## src/hw/rtl/ffdd_pkg.sv

```systemverilog
`default_nettype none
// ----------------------------------------------------------------------------
// Flat-flow disconnect detector package
// Shared constants, lookup tables and small types for the detector.
// ----------------------------------------------------------------------------
package ffdd_pkg;

    // Operation codes of the shared add/subtract unit.
    typedef logic alu_op_t;
    localparam alu_op_t ALU_ADD = 1'b0;
    localparam alu_op_t ALU_SUB = 1'b1;

    // Register map: byte address of the frequency register.
    localparam logic [1:0] REG_OSC_FREQ_ADDR = 2'd0;
    localparam logic [4:0] OSC_FREQ_RESET    = 5'd10;

    // Usable frequency range; the register value is clamped into it.
    localparam logic [4:0] FREQ_MIN = 5'd5;
    localparam logic [4:0] FREQ_MAX = 5'd17;
    localparam int         FREQ_STEPS = 13;

    // Window length and required number of close samples, per frequency.
    localparam logic [7:0] WIN_LEN_TAB [FREQ_STEPS] =
        '{8'd30, 8'd28, 8'd22, 8'd20, 8'd18, 8'd16, 8'd14,
          8'd12, 8'd12, 8'd10, 8'd10, 8'd10, 8'd8};
    localparam logic [3:0] CHECK_TAB [FREQ_STEPS] =
        '{4'd12, 4'd10, 4'd8, 4'd6, 4'd6, 4'd6, 4'd6,
          4'd6, 4'd6, 4'd5, 4'd5, 4'd4, 4'd4};

    // Detection thresholds.
    localparam int         FLAT_MARGIN    = 50;
    localparam int         OVER_RANGE_ABS = 3000;
    localparam logic [8:0] PERIOD_LAST    = 9'd250;
    localparam logic [8:0] HOLD_LAST      = 9'd500;

endpackage
`default_nettype wire

```

## src/hw/rtl/ffdd_if.sv

```systemverilog
`default_nettype none
// ----------------------------------------------------------------------------
// Flat-flow disconnect detector stream interfaces
// Valid/ready channels for flow ticks in and detector status out.
// ----------------------------------------------------------------------------
interface ffdd_in_if #(
    parameter int SAMPLE_BITS = 16
);
    logic                          valid;
    logic                          ready;
    logic                          command;
    logic                          sample_valid;
    logic signed [SAMPLE_BITS-1:0] flow_sample;

    modport source (output valid, command, sample_valid, flow_sample, input ready);
    modport sink   (input valid, command, sample_valid, flow_sample, output ready);
endinterface

interface ffdd_out_if;
    logic valid;
    logic ready;
    logic disconnect_alarm;
    logic flat_seen;
    logic overflow_seen;

    modport source (output valid, disconnect_alarm, flat_seen, overflow_seen, input ready);
    modport sink   (input valid, disconnect_alarm, flat_seen, overflow_seen, output ready);
endinterface
`default_nettype wire

```

## src/hw/rtl/ffdd_ram.sv

```systemverilog
`default_nettype none
// ----------------------------------------------------------------------------
// Generic RAM
// One write port and one read port with registered read data.
// ----------------------------------------------------------------------------
module ffdd_ram #(
    parameter int WIDTH = 16,
    parameter int DEPTH = 30
) (
    input  wire logic                     clk,
    input  wire logic                     we,
    input  wire logic [$clog2(DEPTH)-1:0] waddr,
    input  wire logic [WIDTH-1:0]         wdata,
    input  wire logic [$clog2(DEPTH)-1:0] raddr,
    output logic      [WIDTH-1:0]         rdata
);

    logic [WIDTH-1:0] mem [DEPTH];

    always_ff @(posedge clk)
    begin
        if (we)
        begin
            mem[waddr] <= wdata;
        end
        rdata <= mem[raddr];
    end

endmodule
`default_nettype wire

```

## src/hw/rtl/ffdd_alu.sv

```systemverilog
`default_nettype none
// ----------------------------------------------------------------------------
// Flat-flow disconnect detector shared adder
// Signed add or subtract used for summing, division steps and differences.
// ----------------------------------------------------------------------------
module ffdd_alu #(
    parameter int WIDTH = 21
) (
    input  wire ffdd_pkg::alu_op_t         op,
    input  wire logic signed [WIDTH-1:0]   a,
    input  wire logic signed [WIDTH-1:0]   b,
    output logic signed      [WIDTH-1:0]   y
);

    always_comb
    begin
        case (op)
            ffdd_pkg::ALU_SUB: y = a - b;
            default:           y = a + b;
        endcase
    end

endmodule
`default_nettype wire

```

## src/hw/rtl/flat_flow_disconnect_detector_unit.sv

```systemverilog
`default_nettype none
// ----------------------------------------------------------------------------
// Flat-flow disconnect detector
// Detects a disconnected patient tube from a flat, over-range flow pattern.
// ----------------------------------------------------------------------------
// Each transfer on the input channel is one servo tick and yields exactly one
// status transfer on the output channel. A sample tick stores the flow sample
// in a circular window, forms the window mean (truncated toward zero) and
// counts the entries lying within 50 of it; the window length and the
// required count come from the oscillation frequency register. One shared
// add/subtract unit does the summing, division and difference arithmetic
// under a small sequencer. A valid sample passes through the write, sum,
// magnitude, division, sign, close-count and update states to the final
// state before its result is offered; the two walks over the window through
// the single read port of the window memory and the one-bit-per-cycle
// division set how long that takes. A clear command or an ignored sample
// goes straight from idle to the final state. The input is ready only while
// the sequencer is idle; the result sits in an output register, so the next
// tick may be taken while it waits, and a second result then waits in the
// final sequencer state until the register is free. Window entries carry
// valid bits in flip-flops, so reset and the clear command empty the window
// at once, with no clearing pass.
// ----------------------------------------------------------------------------
module flat_flow_disconnect_detector_unit #(
    parameter int WINDOW_MAX  = 30,
    parameter int SAMPLE_BITS = 16
) (
    input  wire logic        clk,
    input  wire logic        rst_n,
    // Configuration port
    input  wire logic        psel,
    input  wire logic        penable,
    input  wire logic        pwrite,
    input  wire logic [1:0]  paddr,
    input  wire logic [31:0] pwdata,
    output logic      [31:0] prdata,
    output logic             pready,
    // Streams
    ffdd_in_if.sink          in_ch,
    ffdd_out_if.source       out_ch
);

    // ------------------------------------------------------------------------
    // Derived widths
    // ------------------------------------------------------------------------
    localparam int IDX_W = $clog2(WINDOW_MAX);       // window address
    localparam int LEN_W = $clog2(WINDOW_MAX + 1);   // window length / counts
    localparam int SUM_W = SAMPLE_BITS + LEN_W;      // window sum, signed
    localparam int ALU_W = SUM_W;
    localparam int DCW   = $clog2(SAMPLE_BITS + 1);  // division step counter
    localparam logic [7:0] WMAX8 = 8'(WINDOW_MAX);

    // ------------------------------------------------------------------------
    // Sequencer states
    // ------------------------------------------------------------------------
    localparam logic [3:0] ST_IDLE   = 4'd0;
    localparam logic [3:0] ST_WRITE  = 4'd1;
    localparam logic [3:0] ST_SUM    = 4'd2;
    localparam logic [3:0] ST_ABS    = 4'd3;
    localparam logic [3:0] ST_DIV    = 4'd4;
    localparam logic [3:0] ST_SIGN   = 4'd5;
    localparam logic [3:0] ST_CLOSE  = 4'd6;
    localparam logic [3:0] ST_UPDATE = 4'd7;
    localparam logic [3:0] ST_DONE   = 4'd8;

    // ------------------------------------------------------------------------
    // Control registers (reset)
    // ------------------------------------------------------------------------
    logic [3:0]            state_reg,       state_next;
    logic [4:0]            osc_reg,         osc_next;
    logic [IDX_W-1:0]      wp_reg,          wp_next;
    logic [WINDOW_MAX-1:0] valid_reg,       valid_next;
    logic [LEN_W-1:0]      rd_cnt_reg,      rd_cnt_next;
    logic                  rd_pend_reg,     rd_pend_next;
    logic [DCW-1:0]        div_cnt_reg,     div_cnt_next;
    logic [7:0]            period_reg,      period_next;
    logic [7:0]            over_ticks_reg,  over_ticks_next;
    logic [7:0]            flat_ticks_reg,  flat_ticks_next;
    logic                  over_flag_reg,   over_flag_next;
    logic                  flat_flag_reg,   flat_flag_next;
    logic [8:0]            raise_reg,       raise_next;
    logic [8:0]            release_reg,     release_next;
    logic                  alarm_reg,       alarm_next;
    logic                  out_valid_reg,   out_valid_next;

    // ------------------------------------------------------------------------
    // Working registers (no reset)
    // ------------------------------------------------------------------------
    logic [LEN_W-1:0]              len_reg,       len_next;
    logic [3:0]                    chk_reg,       chk_next;
    logic [2:0]                    fq4_reg,       fq4_next;
    logic signed [SAMPLE_BITS-1:0] flow_reg,      flow_next;
    logic                          over_hit_reg,  over_hit_next;
    logic signed [SUM_W-1:0]       acc_reg,       acc_next;
    logic                          vld_rd_reg,    vld_rd_next;
    logic                          neg_reg,       neg_next;
    logic [LEN_W-1:0]              rem_reg,       rem_next;
    logic [SAMPLE_BITS-1:0]        quo_reg,       quo_next;
    logic signed [SAMPLE_BITS:0]   mean_reg,      mean_next;
    logic [LEN_W-1:0]              close_cnt_reg, close_cnt_next;
    logic                          out_alarm_reg, out_alarm_next;
    logic                          out_flat_reg,  out_flat_next;
    logic                          out_over_reg,  out_over_next;

    // ------------------------------------------------------------------------
    // Combinational helpers
    // ------------------------------------------------------------------------
    logic                          in_xfer;
    logic                          cfg_wr;
    logic [4:0]                    freq_clamped;
    logic [3:0]                    tab_idx;
    logic [7:0]                    tab_len;
    logic [SAMPLE_BITS-1:0]        ram_rdata;
    logic signed [SAMPLE_BITS-1:0] win_x;
    logic                          rd_issue;
    logic [LEN_W:0]                wp_inc;
    logic [LEN_W:0]                rem_sh;
    logic                          div_ge;
    logic [SUM_W-1:0]              sum_mag;

    ffdd_pkg::alu_op_t             alu_op;
    logic signed [ALU_W-1:0]       alu_a;
    logic signed [ALU_W-1:0]       alu_b;
    logic signed [ALU_W-1:0]       alu_y;

    logic [7:0]                    upd_flat_ticks;
    logic [7:0]                    upd_over_ticks;
    logic [8:0]                    upd_period;
    logic                          upd_over_flag;
    logic                          upd_flat_flag;
    logic [8:0]                    upd_raise;
    logic [8:0]                    upd_release;

    // ------------------------------------------------------------------------
    // Configuration port. Writes are registered; reads are
    // combinational, so pready is always high.
    // ------------------------------------------------------------------------
    assign pready = 1'b1;
    assign cfg_wr = psel && penable && pwrite && (paddr == ffdd_pkg::REG_OSC_FREQ_ADDR);
    assign prdata = (paddr == ffdd_pkg::REG_OSC_FREQ_ADDR) ? 32'(osc_reg) : 32'd0;

    // ------------------------------------------------------------------------
    // Handshakes
    // ------------------------------------------------------------------------
    assign in_ch.ready = (state_reg == ST_IDLE);
    assign in_xfer     = in_ch.valid && in_ch.ready;

    assign out_ch.valid            = out_valid_reg;
    assign out_ch.disconnect_alarm = out_alarm_reg;
    assign out_ch.flat_seen        = out_flat_reg;
    assign out_ch.overflow_seen    = out_over_reg;

    // ------------------------------------------------------------------------
    // Frequency lookup. The register is clamped into the table range and the
    // window length is limited to the storage depth.
    // ------------------------------------------------------------------------
    always_comb
    begin
        if (osc_reg < ffdd_pkg::FREQ_MIN)
        begin
            freq_clamped = ffdd_pkg::FREQ_MIN;
        end
        else if (osc_reg > ffdd_pkg::FREQ_MAX)
        begin
            freq_clamped = ffdd_pkg::FREQ_MAX;
        end
        else
        begin
            freq_clamped = osc_reg;
        end
        tab_idx = 4'(freq_clamped - ffdd_pkg::FREQ_MIN);
        tab_len = ffdd_pkg::WIN_LEN_TAB[tab_idx];
        if (tab_len > WMAX8)
        begin
            tab_len = WMAX8;
        end
    end

    // ------------------------------------------------------------------------
    // Window memory. An entry that has not been written since reset or the
    // last clear reads as zero through its valid bit.
    // ------------------------------------------------------------------------
    ffdd_ram #(
        .WIDTH (SAMPLE_BITS),
        .DEPTH (WINDOW_MAX)
    ) u_window (
        .clk   (clk),
        .we    (state_reg == ST_WRITE),
        .waddr (wp_reg),
        .wdata (flow_reg),
        .raddr (rd_cnt_reg[IDX_W-1:0]),
        .rdata (ram_rdata)
    );

    assign win_x    = vld_rd_reg ? $signed(ram_rdata) : '0;
    assign rd_issue = (rd_cnt_reg < len_reg);

    // ------------------------------------------------------------------------
    // Shared add/subtract unit and its operand selection.
    // ------------------------------------------------------------------------
    assign rem_sh = {rem_reg, quo_reg[SAMPLE_BITS-1]};

    always_comb
    begin
        alu_op = ffdd_pkg::ALU_ADD;
        alu_a  = '0;
        alu_b  = '0;
        unique case (state_reg)
            ST_SUM:
            begin
                alu_op = ffdd_pkg::ALU_ADD;
                alu_a  = acc_reg;
                alu_b  = ALU_W'(win_x);
            end
            ST_ABS:
            begin
                alu_op = ffdd_pkg::ALU_SUB;
                alu_b  = acc_reg;
            end
            ST_DIV:
            begin
                alu_op = ffdd_pkg::ALU_SUB;
                alu_a  = $signed(ALU_W'(rem_sh));
                alu_b  = $signed(ALU_W'(len_reg));
            end
            ST_SIGN:
            begin
                alu_op = ffdd_pkg::ALU_SUB;
                alu_b  = $signed(ALU_W'(quo_reg));
            end
            ST_CLOSE:
            begin
                alu_op = ffdd_pkg::ALU_SUB;
                alu_a  = ALU_W'(mean_reg);
                alu_b  = ALU_W'(win_x);
            end
            default:
            begin
                alu_op = ffdd_pkg::ALU_ADD;
            end
        endcase
    end

    ffdd_alu #(
        .WIDTH (ALU_W)
    ) u_alu (
        .op (alu_op),
        .a  (alu_a),
        .b  (alu_b),
        .y  (alu_y)
    );

    assign div_ge  = !alu_y[ALU_W-1];
    assign sum_mag = acc_reg[SUM_W-1] ? alu_y : acc_reg;
    assign wp_inc  = (LEN_W + 1)'(wp_reg) + 1'b1;

    // ------------------------------------------------------------------------
    // End-of-tick bookkeeping: flat and over-range counts, the evaluation
    // period of 251 valid samples, and the raise/release hold counters.
    // ------------------------------------------------------------------------
    always_comb
    begin
        upd_flat_ticks = flat_ticks_reg
                       + ((close_cnt_reg >= LEN_W'(chk_reg)) ? 8'd1 : 8'd0);
        upd_over_ticks = over_ticks_reg + (over_hit_reg ? 8'd1 : 8'd0);
        upd_period     = 9'(period_reg) + 9'd1;
        upd_over_flag  = over_flag_reg;
        upd_flat_flag  = flat_flag_reg;
        if (upd_period > ffdd_pkg::PERIOD_LAST)
        begin
            upd_over_flag  = (upd_over_ticks > 8'(fq4_reg));
            upd_flat_flag  = (upd_flat_ticks > 8'(fq4_reg));
            upd_over_ticks = '0;
            upd_flat_ticks = '0;
            upd_period     = '0;
        end
        if (upd_over_flag && upd_flat_flag)
        begin
            upd_raise   = raise_reg + 9'd1;
            upd_release = '0;
        end
        else
        begin
            upd_raise   = '0;
            upd_release = release_reg + 9'd1;
        end
    end

    // ------------------------------------------------------------------------
    // Sequencer
    // ------------------------------------------------------------------------
    always_comb
    begin
        state_next      = state_reg;
        osc_next        = osc_reg;
        wp_next         = wp_reg;
        valid_next      = valid_reg;
        rd_cnt_next     = rd_cnt_reg;
        rd_pend_next    = 1'b0;
        div_cnt_next    = div_cnt_reg;
        period_next     = period_reg;
        over_ticks_next = over_ticks_reg;
        flat_ticks_next = flat_ticks_reg;
        over_flag_next  = over_flag_reg;
        flat_flag_next  = flat_flag_reg;
        raise_next      = raise_reg;
        release_next    = release_reg;
        alarm_next      = alarm_reg;
        out_valid_next  = out_valid_reg;

        len_next        = len_reg;
        chk_next        = chk_reg;
        fq4_next        = fq4_reg;
        flow_next       = flow_reg;
        over_hit_next   = over_hit_reg;
        acc_next        = acc_reg;
        vld_rd_next     = valid_reg[rd_cnt_reg[IDX_W-1:0]];
        neg_next        = neg_reg;
        rem_next        = rem_reg;
        quo_next        = quo_reg;
        mean_next       = mean_reg;
        close_cnt_next  = close_cnt_reg;
        out_alarm_next  = out_alarm_reg;
        out_flat_next   = out_flat_reg;
        out_over_next   = out_over_reg;

        if (cfg_wr)
        begin
            osc_next = pwdata[4:0];
        end

        if (out_valid_reg && out_ch.ready)
        begin
            out_valid_next = 1'b0;
        end

        unique case (state_reg)
            ST_IDLE:
            begin
                if (in_xfer)
                begin
                    len_next      = LEN_W'(tab_len);
                    chk_next      = ffdd_pkg::CHECK_TAB[tab_idx];
                    fq4_next      = freq_clamped[4:2];
                    flow_next     = in_ch.flow_sample;
                    over_hit_next = (in_ch.flow_sample > ffdd_pkg::OVER_RANGE_ABS)
                                 || (in_ch.flow_sample < -ffdd_pkg::OVER_RANGE_ABS);
                    if (in_ch.command)
                    begin
                        // Clear command: the whole detector state returns to
                        // its reset value; the register is kept.
                        wp_next         = '0;
                        valid_next      = '0;
                        period_next     = '0;
                        over_ticks_next = '0;
                        flat_ticks_next = '0;
                        over_flag_next  = 1'b0;
                        flat_flag_next  = 1'b0;
                        raise_next      = '0;
                        release_next    = '0;
                        alarm_next      = 1'b0;
                        state_next      = ST_DONE;
                    end
                    else if (in_ch.sample_valid)
                    begin
                        state_next = ST_WRITE;
                    end
                    else
                    begin
                        state_next = ST_DONE;
                    end
                end
            end

            ST_WRITE:
            begin
                // After the window has shrunk the write position may lie
                // beyond its end; that entry is written once and the position
                // wraps to the start as soon as it reaches the window length.
                valid_next[wp_reg] = 1'b1;
                wp_next     = (wp_inc >= (LEN_W + 1)'(len_reg)) ? '0 : wp_inc[IDX_W-1:0];
                acc_next    = '0;
                rd_cnt_next = '0;
                state_next  = ST_SUM;
            end

            ST_SUM:
            begin
                if (rd_issue)
                begin
                    rd_cnt_next = rd_cnt_reg + 1'b1;
                end
                rd_pend_next = rd_issue;
                if (rd_pend_reg)
                begin
                    acc_next = alu_y;
                end
                if (!rd_issue && !rd_pend_reg)
                begin
                    state_next = ST_ABS;
                end
            end

            ST_ABS:
            begin
                // The magnitude of the sum is below len * 2^SAMPLE_BITS, so
                // the quotient needs SAMPLE_BITS bits and the upper part
                // already starts as a partial remainder smaller than len.
                neg_next     = acc_reg[SUM_W-1];
                rem_next     = sum_mag[SUM_W-1:SAMPLE_BITS];
                quo_next     = sum_mag[SAMPLE_BITS-1:0];
                div_cnt_next = DCW'(SAMPLE_BITS);
                state_next   = ST_DIV;
            end

            ST_DIV:
            begin
                // One restoring division step a cycle.
                rem_next     = div_ge ? alu_y[LEN_W-1:0] : rem_sh[LEN_W-1:0];
                quo_next     = {quo_reg[SAMPLE_BITS-2:0], div_ge};
                div_cnt_next = div_cnt_reg - 1'b1;
                if (div_cnt_reg == DCW'(1))
                begin
                    state_next = ST_SIGN;
                end
            end

            ST_SIGN:
            begin
                // Division truncates toward zero: the sign is put back on
                // the magnitude quotient.
                mean_next      = neg_reg ? alu_y[SAMPLE_BITS:0] : $signed({1'b0, quo_reg});
                rd_cnt_next    = '0;
                close_cnt_next = '0;
                state_next     = ST_CLOSE;
            end

            ST_CLOSE:
            begin
                if (rd_issue)
                begin
                    rd_cnt_next = rd_cnt_reg + 1'b1;
                end
                rd_pend_next = rd_issue;
                if (rd_pend_reg && (alu_y < ffdd_pkg::FLAT_MARGIN)
                                && (alu_y > -ffdd_pkg::FLAT_MARGIN))
                begin
                    close_cnt_next = close_cnt_reg + 1'b1;
                end
                if (!rd_issue && !rd_pend_reg)
                begin
                    state_next = ST_UPDATE;
                end
            end

            ST_UPDATE:
            begin
                flat_ticks_next = upd_flat_ticks;
                over_ticks_next = upd_over_ticks;
                period_next     = upd_period[7:0];
                over_flag_next  = upd_over_flag;
                flat_flag_next  = upd_flat_flag;
                raise_next      = upd_raise;
                release_next    = upd_release;
                if (upd_raise > ffdd_pkg::HOLD_LAST)
                begin
                    alarm_next = 1'b1;
                    raise_next = '0;
                end
                if (upd_release > ffdd_pkg::HOLD_LAST)
                begin
                    alarm_next   = 1'b0;
                    release_next = '0;
                end
                state_next = ST_DONE;
            end

            ST_DONE:
            begin
                // Hand the status to the output register once it is free.
                if (!out_valid_reg || out_ch.ready)
                begin
                    out_valid_next = 1'b1;
                    out_alarm_next = alarm_reg;
                    out_flat_next  = flat_flag_reg;
                    out_over_next  = over_flag_reg;
                    state_next     = ST_IDLE;
                end
            end

            default:
            begin
                state_next = ST_IDLE;
            end
        endcase
    end

    always_ff @(posedge clk or negedge rst_n)
    begin
        if (!rst_n)
        begin
            state_reg      <= ST_IDLE;
            osc_reg        <= ffdd_pkg::OSC_FREQ_RESET;
            wp_reg         <= '0;
            valid_reg      <= '0;
            rd_cnt_reg     <= '0;
            rd_pend_reg    <= 1'b0;
            div_cnt_reg    <= '0;
            period_reg     <= '0;
            over_ticks_reg <= '0;
            flat_ticks_reg <= '0;
            over_flag_reg  <= 1'b0;
            flat_flag_reg  <= 1'b0;
            raise_reg      <= '0;
            release_reg    <= '0;
            alarm_reg      <= 1'b0;
            out_valid_reg  <= 1'b0;
        end
        else
        begin
            state_reg      <= state_next;
            osc_reg        <= osc_next;
            wp_reg         <= wp_next;
            valid_reg      <= valid_next;
            rd_cnt_reg     <= rd_cnt_next;
            rd_pend_reg    <= rd_pend_next;
            div_cnt_reg    <= div_cnt_next;
            period_reg     <= period_next;
            over_ticks_reg <= over_ticks_next;
            flat_ticks_reg <= flat_ticks_next;
            over_flag_reg  <= over_flag_next;
            flat_flag_reg  <= flat_flag_next;
            raise_reg      <= raise_next;
            release_reg    <= release_next;
            alarm_reg      <= alarm_next;
            out_valid_reg  <= out_valid_next;
        end
    end

    always_ff @(posedge clk)
    begin
        len_reg       <= len_next;
        chk_reg       <= chk_next;
        fq4_reg       <= fq4_next;
        flow_reg      <= flow_next;
        over_hit_reg  <= over_hit_next;
        acc_reg       <= acc_next;
        vld_rd_reg    <= vld_rd_next;
        neg_reg       <= neg_next;
        rem_reg       <= rem_next;
        quo_reg       <= quo_next;
        mean_reg      <= mean_next;
        close_cnt_reg <= close_cnt_next;
        out_alarm_reg <= out_alarm_next;
        out_flat_reg  <= out_flat_next;
        out_over_reg  <= out_over_next;
    end

    // ------------------------------------------------------------------------
    // Assertions
    // ------------------------------------------------------------------------

    // A clear command leaves the alarm, the period and the window empty.
    assert property (@(posedge clk) disable iff (!rst_n)
        in_xfer && in_ch.command |=> !alarm_reg && (period_reg == '0) && (valid_reg == '0))
        else $error("clear command did not empty the detector state");

    // The partial remainder stays below the divisor throughout the division.
    assert property (@(posedge clk) disable iff (!rst_n)
        (state_reg == ST_DIV) |-> (rem_reg < len_reg))
        else $error("division remainder out of range");

    // The close count can never exceed the window length.
    assert property (@(posedge clk) disable iff (!rst_n)
        (state_reg == ST_UPDATE) |-> (close_cnt_reg <= len_reg))
        else $error("close count exceeds window length");

    // A result appears only on leaving the final sequencer state.
    assert property (@(posedge clk) disable iff (!rst_n)
        $rose(out_valid_reg) |-> $past(state_reg == ST_DONE))
        else $error("result raised outside the final state");

endmodule
`default_nettype wire

```

## src/flat_wrapper.sv

```systemverilog
// flat-port wrapper written by rule: the top's interface ports become plain ports
module flat_flow_disconnect_detector_unit_flat 
#(
    parameter int WINDOW_MAX  = 30,
    parameter int SAMPLE_BITS = 16
)
  (clk, rst_n, psel, penable, pwrite, paddr, pwdata, prdata, pready, in_ch_valid, in_ch_command, in_ch_sample_valid, in_ch_flow_sample, in_ch_ready, out_ch_valid, out_ch_disconnect_alarm, out_ch_flat_seen, out_ch_overflow_seen, out_ch_ready);
  ffdd_in_if #(.SAMPLE_BITS(SAMPLE_BITS)) in_ch_i ();
  ffdd_out_if out_ch_i ();
  input  wire logic clk;
  input  wire logic rst_n;
  input  wire logic psel;
  input  wire logic penable;
  input  wire logic pwrite;
  input  wire logic [1:0] paddr;
  input  wire logic [31:0] pwdata;
  output logic      [31:0] prdata;
  output logic pready;
  input wire logic [$bits(in_ch_i.valid)-1:0] in_ch_valid;
  input wire logic [$bits(in_ch_i.command)-1:0] in_ch_command;
  input wire logic [$bits(in_ch_i.sample_valid)-1:0] in_ch_sample_valid;
  input wire logic [$bits(in_ch_i.flow_sample)-1:0] in_ch_flow_sample;
  output wire logic [$bits(in_ch_i.ready)-1:0] in_ch_ready;
  output wire logic [$bits(out_ch_i.valid)-1:0] out_ch_valid;
  output wire logic [$bits(out_ch_i.disconnect_alarm)-1:0] out_ch_disconnect_alarm;
  output wire logic [$bits(out_ch_i.flat_seen)-1:0] out_ch_flat_seen;
  output wire logic [$bits(out_ch_i.overflow_seen)-1:0] out_ch_overflow_seen;
  input wire logic [$bits(out_ch_i.ready)-1:0] out_ch_ready;
  assign in_ch_i.valid = in_ch_valid;
  assign in_ch_i.command = in_ch_command;
  assign in_ch_i.sample_valid = in_ch_sample_valid;
  assign in_ch_i.flow_sample = in_ch_flow_sample;
  assign in_ch_ready = in_ch_i.ready;
  assign out_ch_valid = out_ch_i.valid;
  assign out_ch_disconnect_alarm = out_ch_i.disconnect_alarm;
  assign out_ch_flat_seen = out_ch_i.flat_seen;
  assign out_ch_overflow_seen = out_ch_i.overflow_seen;
  assign out_ch_i.ready = out_ch_ready;
  flat_flow_disconnect_detector_unit #(.WINDOW_MAX(WINDOW_MAX), .SAMPLE_BITS(SAMPLE_BITS)) u_core (.clk(clk), .rst_n(rst_n), .psel(psel), .penable(penable), .pwrite(pwrite), .paddr(paddr), .pwdata(pwdata), .prdata(prdata), .pready(pready), .in_ch(in_ch_i), .out_ch(out_ch_i));
endmodule
```

## config.mk

```make
export PLATFORM = sky130hd
export DESIGN_NAME = flat_flow_disconnect_detector_unit_flat
export DESIGN_NICKNAME = d
export VERILOG_FILES = /design/src/hw/rtl/ffdd_pkg.sv /design/src/hw/rtl/ffdd_if.sv /design/src/hw/rtl/ffdd_ram.sv /design/src/hw/rtl/ffdd_alu.sv /design/src/hw/rtl/flat_flow_disconnect_detector_unit.sv /design/src/flat_wrapper.sv
export SDC_FILE = /design/constraint.sdc
export NUM_CORES = 1
export LEC_CHECK = 0
export ABC_AREA = 0
export BUFFER_PORTS_ARGS = -buffer_cell sky130_fd_sc_hd__buf_2
export CAP_MARGIN = 20
export CORE_MARGIN = 4
export CORE_UTILIZATION = 34
export DETAILED_ROUTE_END_ITERATION = 8
export GPL_TIMING_DRIVEN = 0
export PLACE_DENSITY_LB_ADDON = 0.3
export SYNTH_ARGS = -nofsm -noshare
export SYNTH_HDL_FRONTEND = slang
export SYNTH_SLANG_ARGS = --single-unit
```

## constraint.sdc

```tcl
create_clock -name clk -period 11.5 [get_ports clk]
set_input_delay 1.15 -clock clk [delete_from_list [all_inputs] [get_ports clk]]
set_output_delay 1.15 -clock clk [all_outputs]
set_load 0.05 [all_outputs]
```

==> reports/qor.csv <==
stage,metric,value,unit
run_status,run status,"complete, no violations",
clocking,TritonCTS clock tree,built,
clocking,H-tree Lvls,3,
setup_path,RR Startpoint,u_core.state_reg[2],
sta,period utilization,0.561,
sta,relative slew slack,0.217,
clocking,CTS Sinks,694,
routing,final antenna-violating net count,0,
sta,Least-Margin Pin Slew,1160,ps
clocking,clock slew at reported path FFs,60,ps
routing,vias per cell,5.40,
pwr,Peak VDD IR,0.000156,V
yosys,"Seq/Total Area, Yosys",0.650,
clocking,"Clk Latency, worst-skew pair",620,ps
yosys,Yosys top cell by area,edfxtp_1,
setup_path,CP Buf/Inv Count,3,
finish,share of cells above drive strength 1,0.209,
clocking,hold buffers post-CTS,0,
finish,nets@finish,2357,
yosys,"top cells by area, synth","edfxtp_1 56%, mux4_2 9.9%, dfrtp_1 8.0%",
yosys,most instantiated cells after synthesis,"576 x edfxtp_1, 136 x mux4_2, 135 x nand2_1",
clocking,CTS Buf Count,75,
setup_path,critical path endpoint category,register,
yosys,Mapped Area,31000,sq um
grt,initial antenna violation count,3,
setup_path,maximum fanout along the worst path,26,
pwr,Total Power,9.64,mW
setup_path,Critical Path Source,u_core.state_reg[2],
sta,f_max,0.155,GHz
grt,largest net degree at the start of global routing,56,
grt,vias in the first global route,18800,
die,# IOs,97,
placement,HPWL after DPL,55.4,mm
sta,final worst slack,5050,ps
setup_path,Crit Path Category,reg -> reg,
routing,Vias,18800,
sta,RSZ-0062 raised after global routing,false,
setup_path,Critical Path RT,11820,ps
clocking,post-cts sizing count,0,
routing,DRC errors left,0,
min_path,origin of the worst min-delay path,u_core.valid_reg[28],
finish,Area growth syn-to-layout,16.6,%
sta,setup TNS,0,ps
yosys,YS warnings,0,
min_path,HP Class,reg -> reg,
routing,drt first-iter violations,1910,
sta,Final setup viols,0,
pwr,Cell Pwr Density,266,nW/um^2
yosys,Synth Instances,2048,
sta,fin. max-slew vios,0,
grt,first-pass GRT wire length,120,mm
sta,Final Hold Vio Count,0,
pwr,leakage power,12.7,nW
yosys,Avg Inst Size Synth,15.2,sq um
sta,Tmin final,6450,ps
routing,TritonRoute pass-1 iters,6,
yosys,Post-synth EDFFs,576,
die,Starting Density,0.344,
yosys,most frequent cell after synthesis,edfxtp_1,
die,DIE AREA,96200,sq um
grt,gr ovfl total,0,
finish,max reg flops,480,
placement,routability cong.,0.878,
placement,pre-CTS WS,5150,ps
clocking,buffer depth of the longest clock path,3,
die,Core Region,90300,sq um
grt,Global Route Usage Sum,0.166,
routing,total routed wirelength,80.7,mm
yosys,"FFs w/ async S/R, synth",0.146,
setup_path,largest stage delay on the critical path,560,ps
yosys,Most used DFF post-synth,edfxtp_1,
yosys,post-synthesis cell type count,84,
placement,IO Port Bufs,41,
die,Row Count,110,
die,Die Width,310,um
job,Max Cap Violations,0,
setup_path,CP cell instances,"nor4bb_2, buf_2, a222oi_1, inv_1, nor3b_1, nand2_1, nor2_1, nor2_1, xor2_1, ha_1, clkbuf_1, nand4_1, nor3_1, a211oi_1, o31ai_1, a21oi_1, xor2_1, nor4_1, and4_1, or3_1",
clocking,Post-CTS Setup Inserts,0,
die,Die Height,310,um
routing,wire length per cell,23.2,um
setup_path,Worst path slowest cell,nor3b_1,
sta,worst clock skew,26.3,ps
clocking,root buffer selected by CTS,clkbuf_16,
setup_path,Startpoint Class,register,
setup_path,Crit path max-delay family,simple AND/OR/NAND/NOR gates,
yosys,Yosys reg bits,694,
yosys,top cell type's share of synthesized area,0.557,
setup_path,WP data arrival,6770,ps
## worst reg2reg max path, delay by kind of cell (launching register included)
kind / cells / cell delay [ps]
AND/OR/NAND/NOR: 10 / 2920
AO/OA/AOI/OAI: 4 / 1050
adder cells (fa/ha/maj): 1 / 290
XOR/XNOR: 2 / 550
buffers and inverters: 3 / 820
flip-flops: 1 / 530
## per-layer routing
| layer | vias up | track usage | share of wire | wire, um |
|---|---|---|---|---|
| li1 | 8341 | - | - | - |
| met1 | 9681 | 0.227 | 0.43 | 34800 |
| met2 | 617 | 0.280 | 0.49 | 39600 |
| met3 | 126 | 0.0251 | 0.056 | 4540 |
| met4 | 2 | 0.0421 | 0.023 | 1850 |
| met5 | - | 0 | 0.00017 | 14 |
## cells by family (layout without fill, tap and decap cells)
group | count (synthesis) | after routing | share of synthesized area
flops | 694 | 694 | 0.650
simple gates | 466 | 466 | 0.0750
compound gates | 381 | 381 | 0.0812
mux | 220 | 220 | 0.128
buf+inv | 169 | 394 | 0.0249
fa+ha+maj | 60 | 60 | 0.0244
xor+xnor | 56 | 56 | 0.0170
other cells | 2 | 29 | 0.000242
## layout by cell type, fill, tap and decap left out, drive strengths merged, types with 13 or more instances in the layout
master | netlist | final
buf | 61 | 148
nand2 | 135 | 135
xnor2 | 26 | 26
inv | 47 | 49
o21ai | 124 | 124
mux2 | 47 | 47
conb | 2 | 28
edfxtp | 576 | 576
ha | 59 | 59
a21oi | 63 | 63
clkbuf | 61 | 162
mux2i | 37 | 37
nand3 | 39 | 39
nand2b | 24 | 24
o211ai | 18 | 18
a21o | 46 | 46
xor2 | 30 | 30
dfrtp | 99 | 99
clkinv | 0 | 28
nand3b | 16 | 16
and2 | 23 | 23
and3 | 19 | 19
a22o | 13 | 13
dfxtp | 17 | 17
nor2b | 14 | 14
mux4 | 136 | 136
nor2 | 109 | 109
nor3 | 28 | 28
o31ai | 14 | 14
## final cells by class
type	count	area [sq um]
Timing Repair Buffer	87	1040
Tap cell	1176	1470
Antenna cell	1	2.50
Clock buffer	101	2080
Clock inverter	37	374
Multi-Input combinational cell	1211	10300
Fill cell	8274	54100
Buffer	122	596
Sequential cell	694	20200
Inverter	47	176
## stage by stage
step	cell area, sq um	std cells	utilization	hold WS, ps
after floorplan	31100	2074	-	441
after global placement	32800	3291	0.363	453
after detailed placement	33500	3325	0.371	465
after CTS	36000	3463	0.399	479
after global routing	36200	3475	0.401	484
final	36200	3476	0.401	477
## power by group
part           internal [mW]  switching, mW  total, mW
Combinational           1.57           2.35       3.92
Clock                   1.37           1.00       2.38
Sequential              3.12          0.221       3.34
## path summary, 6_finish.rpt
check	slack [ps]	cells after the start	end
min	480	1	u_core.valid_reg[28]
max in group asynchronous	10200	2	u_core.state_reg[2]
min in group asynchronous	560	1	u_core.raise_reg[7]
min reg2reg	480	1	u_core.valid_reg[28]
max reg2reg	5050	20	u_core.close_cnt_reg[2]
max	5050	20	u_core.close_cnt_reg[2]
Power figures use the tool's default switching activity.
